[config.mk]
export PLATFORM = sky130hd
export DESIGN_NAME = dijkstra_reduced_cost_path_top
export DESIGN_NICKNAME = d
export VERILOG_FILES = /design/src/rtl/core/drcp_pkg.sv /design/src/rtl/core/drcp_ram.sv /design/src/rtl/core/drcp_ctrl.sv /design/src/rtl/core/drcp_dp.sv /design/src/rtl/core/dijkstra_reduced_cost_path_top.sv
export VERILOG_INCLUDE_DIRS = /design/src /design/src/rtl/core
export SDC_FILE = /design/constraint.sdc
export NUM_CORES = 2
export LEC_CHECK = 0
export BUFFER_PORTS_ARGS = -buffer_cell sky130_fd_sc_hd__clkbuf_2
export CAP_MARGIN = 15
export CELL_PAD_IN_SITES_DETAIL_PLACEMENT = 0
export CELL_PAD_IN_SITES_GLOBAL_PLACEMENT = 1
export CORE_ASPECT_RATIO = 0.7
export CORE_MARGIN = 2
export CORE_UTILIZATION = 50
export CTS_CLUSTER_SIZE = 28
export DETAILED_ROUTE_END_ITERATION = 10
export HOLD_SLACK_MARGIN = 0.03
export PLACE_DENSITY = 0.87
export REMOVE_ABC_BUFFERS = 1
export SLEW_MARGIN = 15
export SYNTH_ARGS = -nofsm -noshare
export SYNTH_HDL_FRONTEND = slang
export SYNTH_SLANG_ARGS = --single-unit
[constraint.sdc]
create_clock -name clk -period 21 [get_ports clk]
set_input_delay 3.15 -clock clk [delete_from_list [all_inputs] [get_ports clk]]
set_output_delay 3.15 -clock clk [all_outputs]
set_load 0.01 [all_outputs]
[src/rtl/core/assert_macros.svh]
// Assertion helpers shared by the RTL. Clock clk, reset arst_n.
`ifndef ASSERT_MACROS_SVH
`define ASSERT_MACROS_SVH

// Same-cycle implication.
`define ASSERT_IMPLY(lbl, ante, cons) \
	lbl: assert property (@(posedge clk) disable iff (!arst_n) (ante) |-> (cons)) \
		else $error("assertion failed");

// Next-cycle implication.
`define ASSERT_NEXT(lbl, ante, cons) \
	lbl: assert property (@(posedge clk) disable iff (!arst_n) (ante) |=> (cons)) \
		else $error("assertion failed");

`endif

[src/rtl/core/drcp_pkg.sv]
// ----------------------------------------------------------------------------
// drcp_pkg
// Types, codes and defaults for the reduced-cost shortest path block.
// ----------------------------------------------------------------------------
package drcp_pkg;

	localparam int MAX_NODES_DEF = 16;
	localparam int MAX_ARCS_DEF  = 64;

	localparam int CFG_W = 7;

	localparam logic REG_NODES = 1'b0;
	localparam logic REG_ARCS  = 1'b1;

	localparam logic [1:0] CMD_LOAD_POT = 2'd0;
	localparam logic [1:0] CMD_LOAD_ARC = 2'd1;
	localparam logic [1:0] CMD_RUN      = 2'd2;

	// datapath operations issued by the controller
	localparam int OP_W = 4;
	localparam logic [OP_W-1:0] OP_NOP       = 4'd0;
	localparam logic [OP_W-1:0] OP_ACCEPT    = 4'd1;
	localparam logic [OP_W-1:0] OP_SCAN      = 4'd2;
	localparam logic [OP_W-1:0] OP_SETTLE    = 4'd3;
	localparam logic [OP_W-1:0] OP_ARC_RD    = 4'd4;
	localparam logic [OP_W-1:0] OP_ARC_CHK   = 4'd5;
	localparam logic [OP_W-1:0] OP_ARC_P1    = 4'd6;
	localparam logic [OP_W-1:0] OP_ARC_P2    = 4'd7;
	localparam logic [OP_W-1:0] OP_ARC_UPD   = 4'd8;
	localparam logic [OP_W-1:0] OP_WALK_RD   = 4'd9;
	localparam logic [OP_W-1:0] OP_WALK_DAT  = 4'd10;
	localparam logic [OP_W-1:0] OP_EMIT_RD   = 4'd11;
	localparam logic [OP_W-1:0] OP_EMIT_LD   = 4'd12;
	localparam logic [OP_W-1:0] OP_NOPATH_LD = 4'd13;

	typedef struct packed {
		logic [1:0]         command;
		logic [5:0]         slot;
		logic [3:0]         node_a;
		logic [3:0]         node_b;
		logic signed [15:0] arc_cost;
		logic signed [23:0] potential;
	} in_t;

	typedef struct packed {
		logic [5:0]         path_slot;
		logic [3:0]         from_node;
		logic [3:0]         to_node;
		logic signed [31:0] distance;
		logic               no_path;
		logic               last;
	} out_t;

	typedef struct packed {
		logic [OP_W-1:0] op;
	} cmd_t;

	typedef struct packed {
		logic scan_last;
		logic found;
		logic arc_none;
		logic take;
		logic arc_last;
		logic nopath;
		logic walk_done;
		logic emit_last;
		logic out_free;
	} sts_t;

endpackage

[src/rtl/core/drcp_ram.sv]
// ----------------------------------------------------------------------------
// drcp_ram
// Generic single-write, single-read RAM with registered read data.
// ----------------------------------------------------------------------------
module drcp_ram #(
	parameter int WIDTH = 8,
	parameter int DEPTH = 16,
	localparam int AW = (DEPTH > 1) ? $clog2(DEPTH) : 1
) (
	input  logic                   clk,
	input  logic                   we,
	input  logic [AW-1:0]          waddr,
	input  logic [WIDTH-1:0]       wdata,
	input  logic                   re,
	input  logic [AW-1:0]          raddr,
	output logic [WIDTH-1:0]       rdata
);
	logic [WIDTH-1:0] mem_q [DEPTH];

	always_ff @(posedge clk) begin
		if (we) begin
			mem_q[waddr] <= wdata;
		end
		if (re) begin
			rdata <= mem_q[raddr];
		end
	end
endmodule

[src/rtl/core/drcp_ctrl.sv]
// ----------------------------------------------------------------------------
// drcp_ctrl
// Sequencer: steps the datapath through load, scan, relax, walk and emit.
// ----------------------------------------------------------------------------
module drcp_ctrl import drcp_pkg::*; (
	input  logic clk,
	input  logic arst_n,
	input  logic in_valid,
	input  logic run_req,
	input  sts_t sts,
	output logic in_ready,
	output cmd_t cmd
);
	localparam logic [3:0] S_IDLE     = 4'd0;
	localparam logic [3:0] S_SCAN     = 4'd1;
	localparam logic [3:0] S_SETTLE   = 4'd2;
	localparam logic [3:0] S_ARC_RD   = 4'd3;
	localparam logic [3:0] S_ARC_CHK  = 4'd4;
	localparam logic [3:0] S_ARC_P1   = 4'd5;
	localparam logic [3:0] S_ARC_P2   = 4'd6;
	localparam logic [3:0] S_ARC_UPD  = 4'd7;
	localparam logic [3:0] S_WALK_CHK = 4'd8;
	localparam logic [3:0] S_WALK_RD  = 4'd9;
	localparam logic [3:0] S_WALK_DAT = 4'd10;
	localparam logic [3:0] S_EMIT_RD  = 4'd11;
	localparam logic [3:0] S_EMIT_LD  = 4'd12;
	localparam logic [3:0] S_NOPATH   = 4'd13;

	logic [3:0] state_q, state_d;

	always_ff @(posedge clk or negedge arst_n) begin
		if (!arst_n) begin
			state_q <= S_IDLE;
		end else begin
			state_q <= state_d;
		end
	end

	always_comb begin
		state_d  = state_q;
		cmd.op   = OP_NOP;
		in_ready = 1'b0;
		case (state_q)
			S_IDLE: begin
				in_ready = 1'b1;
				if (in_valid) begin
					cmd.op = OP_ACCEPT;
					if (run_req) state_d = S_SCAN;
				end
			end
			S_SCAN: begin
				cmd.op = OP_SCAN;
				if (sts.scan_last) state_d = S_SETTLE;
			end
			S_SETTLE: begin
				cmd.op = OP_SETTLE;
				if (sts.found) begin
					state_d = sts.arc_none ? S_SCAN : S_ARC_RD;
				end else begin
					state_d = sts.nopath ? S_NOPATH : S_WALK_CHK;
				end
			end
			S_ARC_RD: begin
				cmd.op  = OP_ARC_RD;
				state_d = S_ARC_CHK;
			end
			S_ARC_CHK: begin
				cmd.op = OP_ARC_CHK;
				if (sts.take) state_d = S_ARC_P1;
				else state_d = sts.arc_last ? S_SCAN : S_ARC_RD;
			end
			S_ARC_P1: begin
				cmd.op  = OP_ARC_P1;
				state_d = S_ARC_P2;
			end
			S_ARC_P2: begin
				cmd.op  = OP_ARC_P2;
				state_d = S_ARC_UPD;
			end
			S_ARC_UPD: begin
				cmd.op  = OP_ARC_UPD;
				state_d = sts.arc_last ? S_SCAN : S_ARC_RD;
			end
			S_WALK_CHK: begin
				state_d = sts.walk_done ? S_EMIT_RD : S_WALK_RD;
			end
			S_WALK_RD: begin
				cmd.op  = OP_WALK_RD;
				state_d = S_WALK_DAT;
			end
			S_WALK_DAT: begin
				cmd.op  = OP_WALK_DAT;
				state_d = S_WALK_CHK;
			end
			S_EMIT_RD: begin
				cmd.op  = OP_EMIT_RD;
				state_d = S_EMIT_LD;
			end
			S_EMIT_LD: begin
				cmd.op = OP_EMIT_LD;
				if (sts.out_free) state_d = sts.emit_last ? S_IDLE : S_EMIT_RD;
			end
			S_NOPATH: begin
				cmd.op = OP_NOPATH_LD;
				if (sts.out_free) state_d = S_IDLE;
			end
			default: begin
				state_d = S_IDLE;
			end
		endcase
	end
endmodule

[src/rtl/core/drcp_dp.sv]
// ----------------------------------------------------------------------------
// drcp_dp
// Datapath: potentials, node tables, arc RAM, distance arithmetic, output reg.
// ----------------------------------------------------------------------------
module drcp_dp import drcp_pkg::*; #(
	parameter int MAX_NODES = MAX_NODES_DEF,
	parameter int MAX_ARCS  = MAX_ARCS_DEF
) (
	input  logic             clk,
	input  logic             arst_n,
	input  cmd_t             cmd,
	output sts_t             sts,
	input  in_t              in_data,
	input  logic             cfg_we,
	input  logic             cfg_index,
	input  logic [CFG_W-1:0] cfg_wdata,
	output logic             out_valid,
	input  logic             out_ready,
	output out_t             out_data
);
	localparam int NW  = $clog2(MAX_NODES);
	localparam int NW1 = $clog2(MAX_NODES + 1);
	localparam int AW  = (MAX_ARCS > 1) ? $clog2(MAX_ARCS) : 1;
	localparam int AW1 = $clog2(MAX_ARCS + 1);
	localparam int RW  = 2 * NW + 16;
	localparam int WW  = 26;

	logic [4:0]              cfg_nodes_q;
	logic [6:0]              cfg_arcs_q;
	logic [NW1-1:0]          n_now, n_q;
	logic [AW1-1:0]          m_now, m_q;
	logic [3:0]              a4_q, b4_q;
	logic [NW-1:0]           i_q, u_q, cur_q;
	logic                    found_q;
	logic signed [31:0]      best_q, du_q;
	logic [AW-1:0]           j_q, ej_q;
	logic [NW-1:0]           src_arc_q, dst_arc_q;
	logic signed [15:0]      cost_q;
	logic signed [WW-1:0]    w_q;
	logic [NW1-1:0]          len_q, len_m1;
	logic [MAX_NODES-1:0]    reached_q, settled_q;
	logic signed [31:0]      dist_q  [MAX_NODES];
	logic [AW-1:0]           pred_q  [MAX_NODES];
	logic [AW-1:0]           chain_q [MAX_NODES];
	logic signed [23:0]      pot_q   [MAX_NODES];
	out_t                    out_q;
	logic                    out_valid_q;

	logic                    ram_we, ram_re;
	logic [AW-1:0]           ram_raddr;
	logic [RW-1:0]           ram_rdata;
	logic [NW-1:0]           ram_src, ram_dst;
	logic signed [15:0]      ram_cost;

	logic [NW-1:0]           dist_ra, pot_ra;
	logic signed [31:0]      dist_rd, alt;
	logic signed [23:0]      pot_rd;
	logic                    a_ok, b_ok, run_a_ok, better, upd, out_free;
	logic                    pot_wr, out_load;

	assign ram_src  = ram_rdata[RW-1 -: NW];
	assign ram_dst  = ram_rdata[16 +: NW];
	assign ram_cost = $signed(ram_rdata[15:0]);

	// register clamping
	always_comb begin
		if (cfg_nodes_q == 5'd0) n_now = NW1'(1);
		else if (32'(cfg_nodes_q) > MAX_NODES) n_now = NW1'(MAX_NODES);
		else n_now = NW1'(cfg_nodes_q);
		if (32'(cfg_arcs_q) > MAX_ARCS) m_now = AW1'(MAX_ARCS);
		else m_now = AW1'(cfg_arcs_q);
	end

	always_comb begin
		case (cmd.op)
			OP_SCAN:    dist_ra = i_q;
			OP_ARC_UPD: dist_ra = dst_arc_q;
			default:    dist_ra = ram_dst;
		endcase
		pot_ra = (cmd.op == OP_ARC_P1) ? src_arc_q : dst_arc_q;
		case (cmd.op)
			OP_WALK_RD: ram_raddr = pred_q[cur_q];
			OP_EMIT_RD: ram_raddr = chain_q[len_m1[NW-1:0]];
			default:    ram_raddr = j_q;
		endcase
	end

	assign dist_rd  = dist_q[dist_ra];
	assign pot_rd   = pot_q[pot_ra];
	assign alt      = du_q + 32'(w_q);
	assign len_m1   = len_q - NW1'(1);
	assign out_free = !out_valid_q || out_ready;
	assign out_load = ((cmd.op == OP_EMIT_LD) || (cmd.op == OP_NOPATH_LD)) && out_free;
	assign better   = reached_q[i_q] && !settled_q[i_q] && (!found_q || dist_rd < best_q);
	assign upd      = !reached_q[dst_arc_q] || (alt < dist_rd);
	assign a_ok     = 32'(a4_q) < 32'(n_q);
	assign b_ok     = 32'(b4_q) < 32'(n_q);
	assign run_a_ok = 32'(in_data.node_a) < 32'(n_now);
	assign pot_wr   = (cmd.op == OP_ACCEPT) && (in_data.command == CMD_LOAD_POT) &&
	                  (32'(in_data.node_a) < MAX_NODES);

	assign ram_we = (cmd.op == OP_ACCEPT) && (in_data.command == CMD_LOAD_ARC) &&
	                (32'(in_data.slot) < MAX_ARCS);
	assign ram_re = (cmd.op == OP_ARC_RD) || (cmd.op == OP_WALK_RD) || (cmd.op == OP_EMIT_RD);

	drcp_ram #(.WIDTH(RW), .DEPTH(MAX_ARCS)) u_arc_ram (
		.clk   (clk),
		.we    (ram_we),
		.waddr (AW'(in_data.slot)),
		.wdata ({NW'(in_data.node_a), NW'(in_data.node_b), in_data.arc_cost}),
		.re    (ram_re),
		.raddr (ram_raddr),
		.rdata (ram_rdata)
	);

	always_comb begin
		sts.scan_last = (NW1'(i_q) == n_q - NW1'(1));
		sts.found     = found_q;
		sts.arc_none  = (m_q == AW1'(0));
		sts.take      = (ram_src == u_q) && (NW1'(ram_dst) < n_q) && !settled_q[ram_dst];
		sts.arc_last  = (AW1'(j_q) + AW1'(1)) >= m_q;
		sts.nopath    = !a_ok || !b_ok || (a4_q == b4_q) || !reached_q[NW'(b4_q)];
		sts.walk_done = (cur_q == NW'(a4_q)) || (len_q == NW1'(MAX_NODES));
		sts.emit_last = (len_q == NW1'(1));
		sts.out_free  = out_free;
	end

	// control state
	always_ff @(posedge clk or negedge arst_n) begin
		if (!arst_n) begin
			cfg_nodes_q <= 5'd16;
			cfg_arcs_q  <= 7'd0;
			out_valid_q <= 1'b0;
			reached_q   <= '0;
			settled_q   <= '0;
			found_q     <= 1'b0;
			i_q         <= '0;
			j_q         <= '0;
			len_q       <= '0;
			for (int k = 0; k < MAX_NODES; k++) pot_q[k] <= '0;
		end else begin
			if (cfg_we) begin
				if (cfg_index == REG_NODES) cfg_nodes_q <= cfg_wdata[4:0];
				else cfg_arcs_q <= cfg_wdata;
			end
			if (pot_wr) pot_q[NW'(in_data.node_a)] <= in_data.potential;
			// a new beat loads as the old one leaves
			if (out_load) out_valid_q <= 1'b1;
			else if (out_ready) out_valid_q <= 1'b0;
			case (cmd.op)
				OP_ACCEPT: begin
					if (in_data.command == CMD_RUN) begin
						settled_q <= '0;
						found_q   <= 1'b0;
						i_q       <= '0;
						reached_q <= run_a_ok ?
							(MAX_NODES'(1) << in_data.node_a) : '0;
					end
				end
				OP_SCAN: begin
					if (better) found_q <= 1'b1;
					i_q <= i_q + NW'(1);
				end
				OP_SETTLE: begin
					found_q <= 1'b0;
					i_q     <= '0;
					j_q     <= '0;
					len_q   <= '0;
					if (found_q) settled_q[u_q] <= 1'b1;
				end
				OP_ARC_CHK: begin
					if (!sts.take) j_q <= j_q + AW'(1);
				end
				OP_ARC_UPD: begin
					if (upd) reached_q[dst_arc_q] <= 1'b1;
					j_q <= j_q + AW'(1);
				end
				OP_WALK_RD: len_q <= len_q + NW1'(1);
				OP_EMIT_LD: begin
					if (out_free) len_q <= len_m1;
				end
				default: begin
				end
			endcase
		end
	end

	// payload
	always_ff @(posedge clk) begin
		case (cmd.op)
			OP_ACCEPT: begin
				if (in_data.command == CMD_RUN) begin
					a4_q <= in_data.node_a;
					b4_q <= in_data.node_b;
					n_q  <= n_now;
					m_q  <= m_now;
					if (run_a_ok) dist_q[NW'(in_data.node_a)] <= '0;
				end
			end
			OP_SCAN: begin
				if (better) begin
					best_q <= dist_rd;
					u_q    <= i_q;
				end
			end
			OP_SETTLE: begin
				du_q  <= best_q;
				cur_q <= NW'(b4_q);
			end
			OP_ARC_CHK: begin
				src_arc_q <= ram_src;
				dst_arc_q <= ram_dst;
				cost_q    <= ram_cost;
			end
			OP_ARC_P1: w_q <= WW'(cost_q) - WW'(pot_rd);
			OP_ARC_P2: w_q <= w_q + WW'(pot_rd);
			OP_ARC_UPD: begin
				if (upd) begin
					dist_q[dst_arc_q] <= alt;
					pred_q[dst_arc_q] <= j_q;
				end
			end
			OP_WALK_RD: chain_q[len_q[NW-1:0]] <= pred_q[cur_q];
			OP_WALK_DAT: cur_q <= ram_src;
			OP_EMIT_RD: ej_q <= chain_q[len_m1[NW-1:0]];
			OP_EMIT_LD: begin
				if (out_free) begin
					out_q.path_slot <= 6'(ej_q);
					out_q.from_node <= 4'(ram_src);
					out_q.to_node   <= 4'(ram_dst);
					out_q.distance  <= dist_rd;
					out_q.no_path   <= 1'b0;
					out_q.last      <= (len_q == NW1'(1));
				end
			end
			OP_NOPATH_LD: begin
				if (out_free) begin
					out_q.path_slot <= '0;
					out_q.from_node <= a4_q;
					out_q.to_node   <= b4_q;
					out_q.distance  <= '0;
					out_q.no_path   <= 1'b1;
					out_q.last      <= 1'b1;
				end
			end
			default: begin
			end
		endcase
	end

	assign out_valid = out_valid_q;
	assign out_data  = out_q;
endmodule

[src/rtl/core/dijkstra_reduced_cost_path_top.sv]
// ----------------------------------------------------------------------------
// dijkstra_reduced_cost_path_top
// Reduced-cost shortest path engine over a small directed graph.
// ----------------------------------------------------------------------------
// Usage:
//  - in channel (in_valid/in_ready/in_data): one beat per command. Load
//    potential and load arc leave the block idle. Run search takes the block
//    busy until its last result beat is loaded into the output register.
//  - out channel (out_valid/out_ready/out_data): one beat per path arc,
//    source to target, last flagged; or one no_path beat.
//  - cfg port: cfg_we/cfg_index/cfg_wdata, written in a single cycle, idle only.
// Run: for each settled node, a sequential scan over all n nodes, then a
//  read and check of each arc, relaxing each arc that leaves the settled
//  node; a final scan, then a walk and an emit step per path arc. The
//  sequential node scan and the single arc RAM read port set its length.
// Reset clears the sequencer, node potentials and configuration (16 nodes,
//  0 arcs); the arc RAM is not cleared. If the receiver stalls, the last
//  loaded beat waits in the output register and the emit sequence pauses;
//  loads are taken meanwhile once the run has finished.
// ----------------------------------------------------------------------------
`include "assert_macros.svh"

module dijkstra_reduced_cost_path_top import drcp_pkg::*; #(
	parameter int MAX_NODES = MAX_NODES_DEF,
	parameter int MAX_ARCS  = MAX_ARCS_DEF
) (
	input  logic             clk,
	input  logic             arst_n,
	input  logic             in_valid,
	output logic             in_ready,
	input  in_t              in_data,
	output logic             out_valid,
	input  logic             out_ready,
	output out_t             out_data,
	input  logic             cfg_we,
	input  logic             cfg_index,
	input  logic [CFG_W-1:0] cfg_wdata
);
	cmd_t cmd;   // sequencer -> datapath operation
	sts_t sts;   // datapath -> sequencer status
	logic run_req;

	assign run_req = (in_data.command == CMD_RUN);

	drcp_ctrl u_ctrl (
		.clk      (clk),
		.arst_n   (arst_n),
		.in_valid (in_valid),
		.run_req  (run_req),
		.sts      (sts),
		.in_ready (in_ready),
		.cmd      (cmd)
	);

	drcp_dp #(.MAX_NODES(MAX_NODES), .MAX_ARCS(MAX_ARCS)) u_dp (
		.clk       (clk),
		.arst_n    (arst_n),
		.cmd       (cmd),
		.sts       (sts),
		.in_data   (in_data),
		.cfg_we    (cfg_we),
		.cfg_index (cfg_index),
		.cfg_wdata (cfg_wdata),
		.out_valid (out_valid),
		.out_ready (out_ready),
		.out_data  (out_data)
	);

	// a run beat makes the block busy in the following cycle
	`ASSERT_NEXT(a_run_busy, in_valid && in_ready && in_data.command == CMD_RUN, !in_ready)
	// a no-path beat is always the only and final beat
	`ASSERT_IMPLY(a_nopath_last, out_valid && out_data.no_path, out_data.last)
	// a no-path beat carries zero slot and distance
	`ASSERT_IMPLY(a_nopath_zero, out_valid && out_data.no_path,
		out_data.path_slot == 6'd0 && out_data.distance == 32'sd0)

endmodule
==> metrics.md <==
| Metric | Value |
|---|---|
| Most frequent cells in the layout | `2460 x edfxtp_1, 1679 x nand2_1, 624 x nand3_1` |
| Flop pwr share | `37.4%` |
| Switch share | `37.01%` |
| Layout cells sized above 1 | `16.71%` |
| Clock tree buffer depth | `4` |
| Sw power | `6.953 mW` |
| Vias in the first global route | `77300` |
| Comb power frac | `36.4%` |
| Main area contributors after synthesis | `edfxtp_1 59%, dfrtp_1 9.0%, nand2_1 5.1%` |
| Hold_ws | `0.4419 ns` |
| DRT antenna net count | `0` |
| Crit Path Max Fanout | `145` |
| FMAX | `105.8 MHz` |
| Required time of the critical path | `21.47 ns` |
| Num rows | `153` |
| Initial Utilization | `50.27%` |
| Final Util | `55.69%` |
| Max Cap Violations | `0` |
| CTS tree | `done` |
| P_int | `11.83 mW` |
| Crit start category | `flip-flop` |
| Largest net degree at the start of global routing | `217` |
| Final setup vio count | `0` |
| Clock skew | `0.05399 ns` |
| Final WL | `342300 µm` |
| Layout Nets | `9520` |
| Routability cong. | `0.8809` |
| Die Y-Extent | `422.2 µm` |
| Vias/cell | `6.264` |
| Worst slew pin tran | `1.237 ns` |
| Die area | `253900 µm²` |
| FF+latch count, synth | `2913` |
| Die X | `601.4 µm` |
| I/O Buffers | `118` |
| Via count | `80290` |
| DRC violation count after routing | `4` |
| Initial antenna violation count | `27` |
| Most common cell after layout, fill and taps aside | `edfxtp_1` |
| Worst-Skew Late Latency | `0.89 ns` |
| Post-synth EDFFs | `2460` |
| Wire per inst | `26.70 µm` |
| VDD IR max | `0.0002228 V` |
| Crit Path Class | `reg2reg` |
| Hold Crit Class | `reg2reg` |
| Synth Flop Type | `edfxtp_1` |
| All-Layer GR Usage | `26.36%` |
| Hold-fix buffers, CTS | `0` |
| Setup TNS | `0 ns` |
| Fin cells | `12820` |
| H-tree Lvls | `5` |
| Pre-antenna DRT Iters | `11` |
| Failing checks | `design-rule violations` |
| CORE AREA | `248500 µm²` |
| Placed Instances | `12330` |
| Final hold vios | `0` |
| Root Driver | `clkbuf_16` |
| FILL cells | `19350` |
| Cell Area, Synth | `124900 µm²` |
| Unrepaired setup endpoints after global routing | `no` |
| Async SR Flop Fraction | `15.41%` |
| Clock Sinks | `2913` |
| First-pass GRT wire length | `502900 µm` |
| IO Pins | `119` |
| Avg Inst Size Synth | `13.50 µm²` |
| Yosys top cell by area | `edfxtp_1` |
| Multi-input gate area | `37450 µm²` |
| Critical Path AT | `9.92 ns` |
| Clk network pwr share | `26.2%` |
| Reg area | `85190 µm²` |
| Critical path capture point type | `flip-flop` |
| Post-CTS resize count | `0` |
| Worst slew margin | `17.14%` |
| Tot Pwr | `18.79 mW` |
| Fin crit share | `45.02%` |
| Leakage | `50.81 nW` |
| Synth-to-Final Area Change | `10.78%` |
| Fin crit period | `9.454 ns` |
| Sequential share of the synthesized area | `68.20%` |
| HPWL after DPL | `196400 µm` |
| Global route total overflow | `0` |
| Ys Warns | `0` |
| Setup Buffers After CTS | `0` |
| Synth Instances | `9256` |
| Total CTS buffers | `274` |
| Drt first-iter violations | `11360` |
| Top cell type's share of synthesized area | `59.14%` |
| Pwr dens | `135.8 nW/µm²` |
| Status | `complete, but fails checks` |
| Clock transition at the registers of the reported paths | `0.07 ns` |
| Netlist cell types | `87` |
| Max Slew Vio Count | `0` |
-- registers in the layout, summed over array words and instances, names as in the netlist, 24 cells and up, named ones only --
signal / count
u_dp.du_q: 32
u_dp.u_arc_ram.rdata: 24
u_dp.pot_q: 384
u_dp.u_arc_ram.mem_q: 1536
u_dp.dist_q: 512
u_dp.out_data: 48
u_dp.w_q: 26
u_dp.pred_q: 96
u_dp.best_q: 32
u_dp.chain_q: 96
-- power by group through the flow --
stage	logic [mW]	clock network (mW)	registers [mW]
finish	6.84	4.93	7.02
global route	7.36	5.18	7.04
CTS	6.71	4.96	7.01
detailed placement	6.66	0	7.13
global placement	6.50	0	7.11
floorplan	6.13	0	7.05
-- final timing paths --
| check | from | endpoint | slack (ns) | cells after the start |
|---|---|---|---|---|
| setup / recovery | u_ctrl.state_q[3] | u_dp.dist_q[8][13] | 11.55 | 26 |
| hold / removal | u_dp.u_arc_ram.rdata[14] | u_dp.cost_q[14] | 0.44 | 0 |
| setup reg to reg | u_ctrl.state_q[3] | u_dp.dist_q[8][13] | 11.55 | 26 |
| hold reg to reg | u_dp.u_arc_ram.rdata[14] | u_dp.cost_q[14] | 0.44 | 0 |
| max in group asynchronous | arst_n | u_dp.pot_q[38] | 16.41 | 4 |
| min in group asynchronous | arst_n | u_dp.pot_q[307] | 2.39 | 1 |
-- critical path: stages (launching register included) --
cell	delay [ns]
dfrtp_1	0.65
or3b_1	0.50
o22ai_1	0.14
o21ai_0	0.17
o21ai_4	0.14
buf_12	0.59
buf_4	0.83
buf_4	0.71
mux2_2	0.41
nor2_1	0.09
a211oi_1	0.07
nor3_1	0.41
a21o_1	0.20
ha_1	0.27
a21o_1	0.16
a21oi_1	0.13
nor2b_1	0.05
o21ai_0	0.17
nand2b_1	0.10
a21oi_1	0.26
o211ai_1	0.18
a2111oi_4	0.37
buf_4	0.43
o31ai_4	0.17
buf_4	0.43
o32ai_4	0.37
buf_4	0.60
-- layer usage --
layer	GRT usage, %	wire, µm	vias to the layer above
met2	39.77	152800	4714
met3	5.711	39940	670
met5	0	130	-
met1	38.12	137800	40440
met4	8.861	11670	14
li1	-	-	34460
-- through the flow --
stage / setup slack (ns) / instance area, µm²
global route: 11.27 / 138400
global placement: 11.84 / 129700
CTS: 11.83 / 138300
finish: 11.55 / 138400
floorplan: -1.710 / 122500
detailed placement: 11.83 / 129700
-- cells by family after synthesis --
family	Yosys count	synth area share [%]
and+or+nand+nor	3203	11.23
DFF	2913	68.20
AOI/OAI and AO/OA	1225	6.191
muxes	925	9.660
buffers and inverters	731	2.371
adders and majority gates	172	1.741
xor gates and xnor gates	87	0.6160
-- cells in the mapped netlist (15+ instances only) --
cell type and instances:
inv_1 148, nand4_1 119, o22ai_1 38, a21o_1 87, a31oi_1 81, mux2i_1 195, buf_1 91, clkbuf_1 344
mux2_2 560, xor2_1 35, nand2b_1 38, nor2b_1 41, nor4_1 56, and2_1 15, o31ai_1 31, ha_1 169
buf_2 138, a21oi_1 420, mux4_2 168, o21ai_0 193, nor2_1 399, a211oi_1 168, nor3_1 82, nand2_1 1687
a21boi_0 29, o311a_1 27, o211ai_1 33, nand3_1 624, xnor2_1 51, edfxtp_1 2460, o21a_1 19, dfrtp_1 448
and3_1 80
-- area by class of cell --
class                           instances  area share [%]
Clock buffer                          364           5.469
Multi-Input combinational cell       5612           27.06
Tap cell                             3332           3.013
Antenna cell                            5        0.009041
Clock inverter                        115          0.8029
Timing Repair Buffer                  328           1.678
Inverter                              150          0.4069
Sequential cell                      2913           61.56
Note: power is estimated with default switching activity, not from simulation.
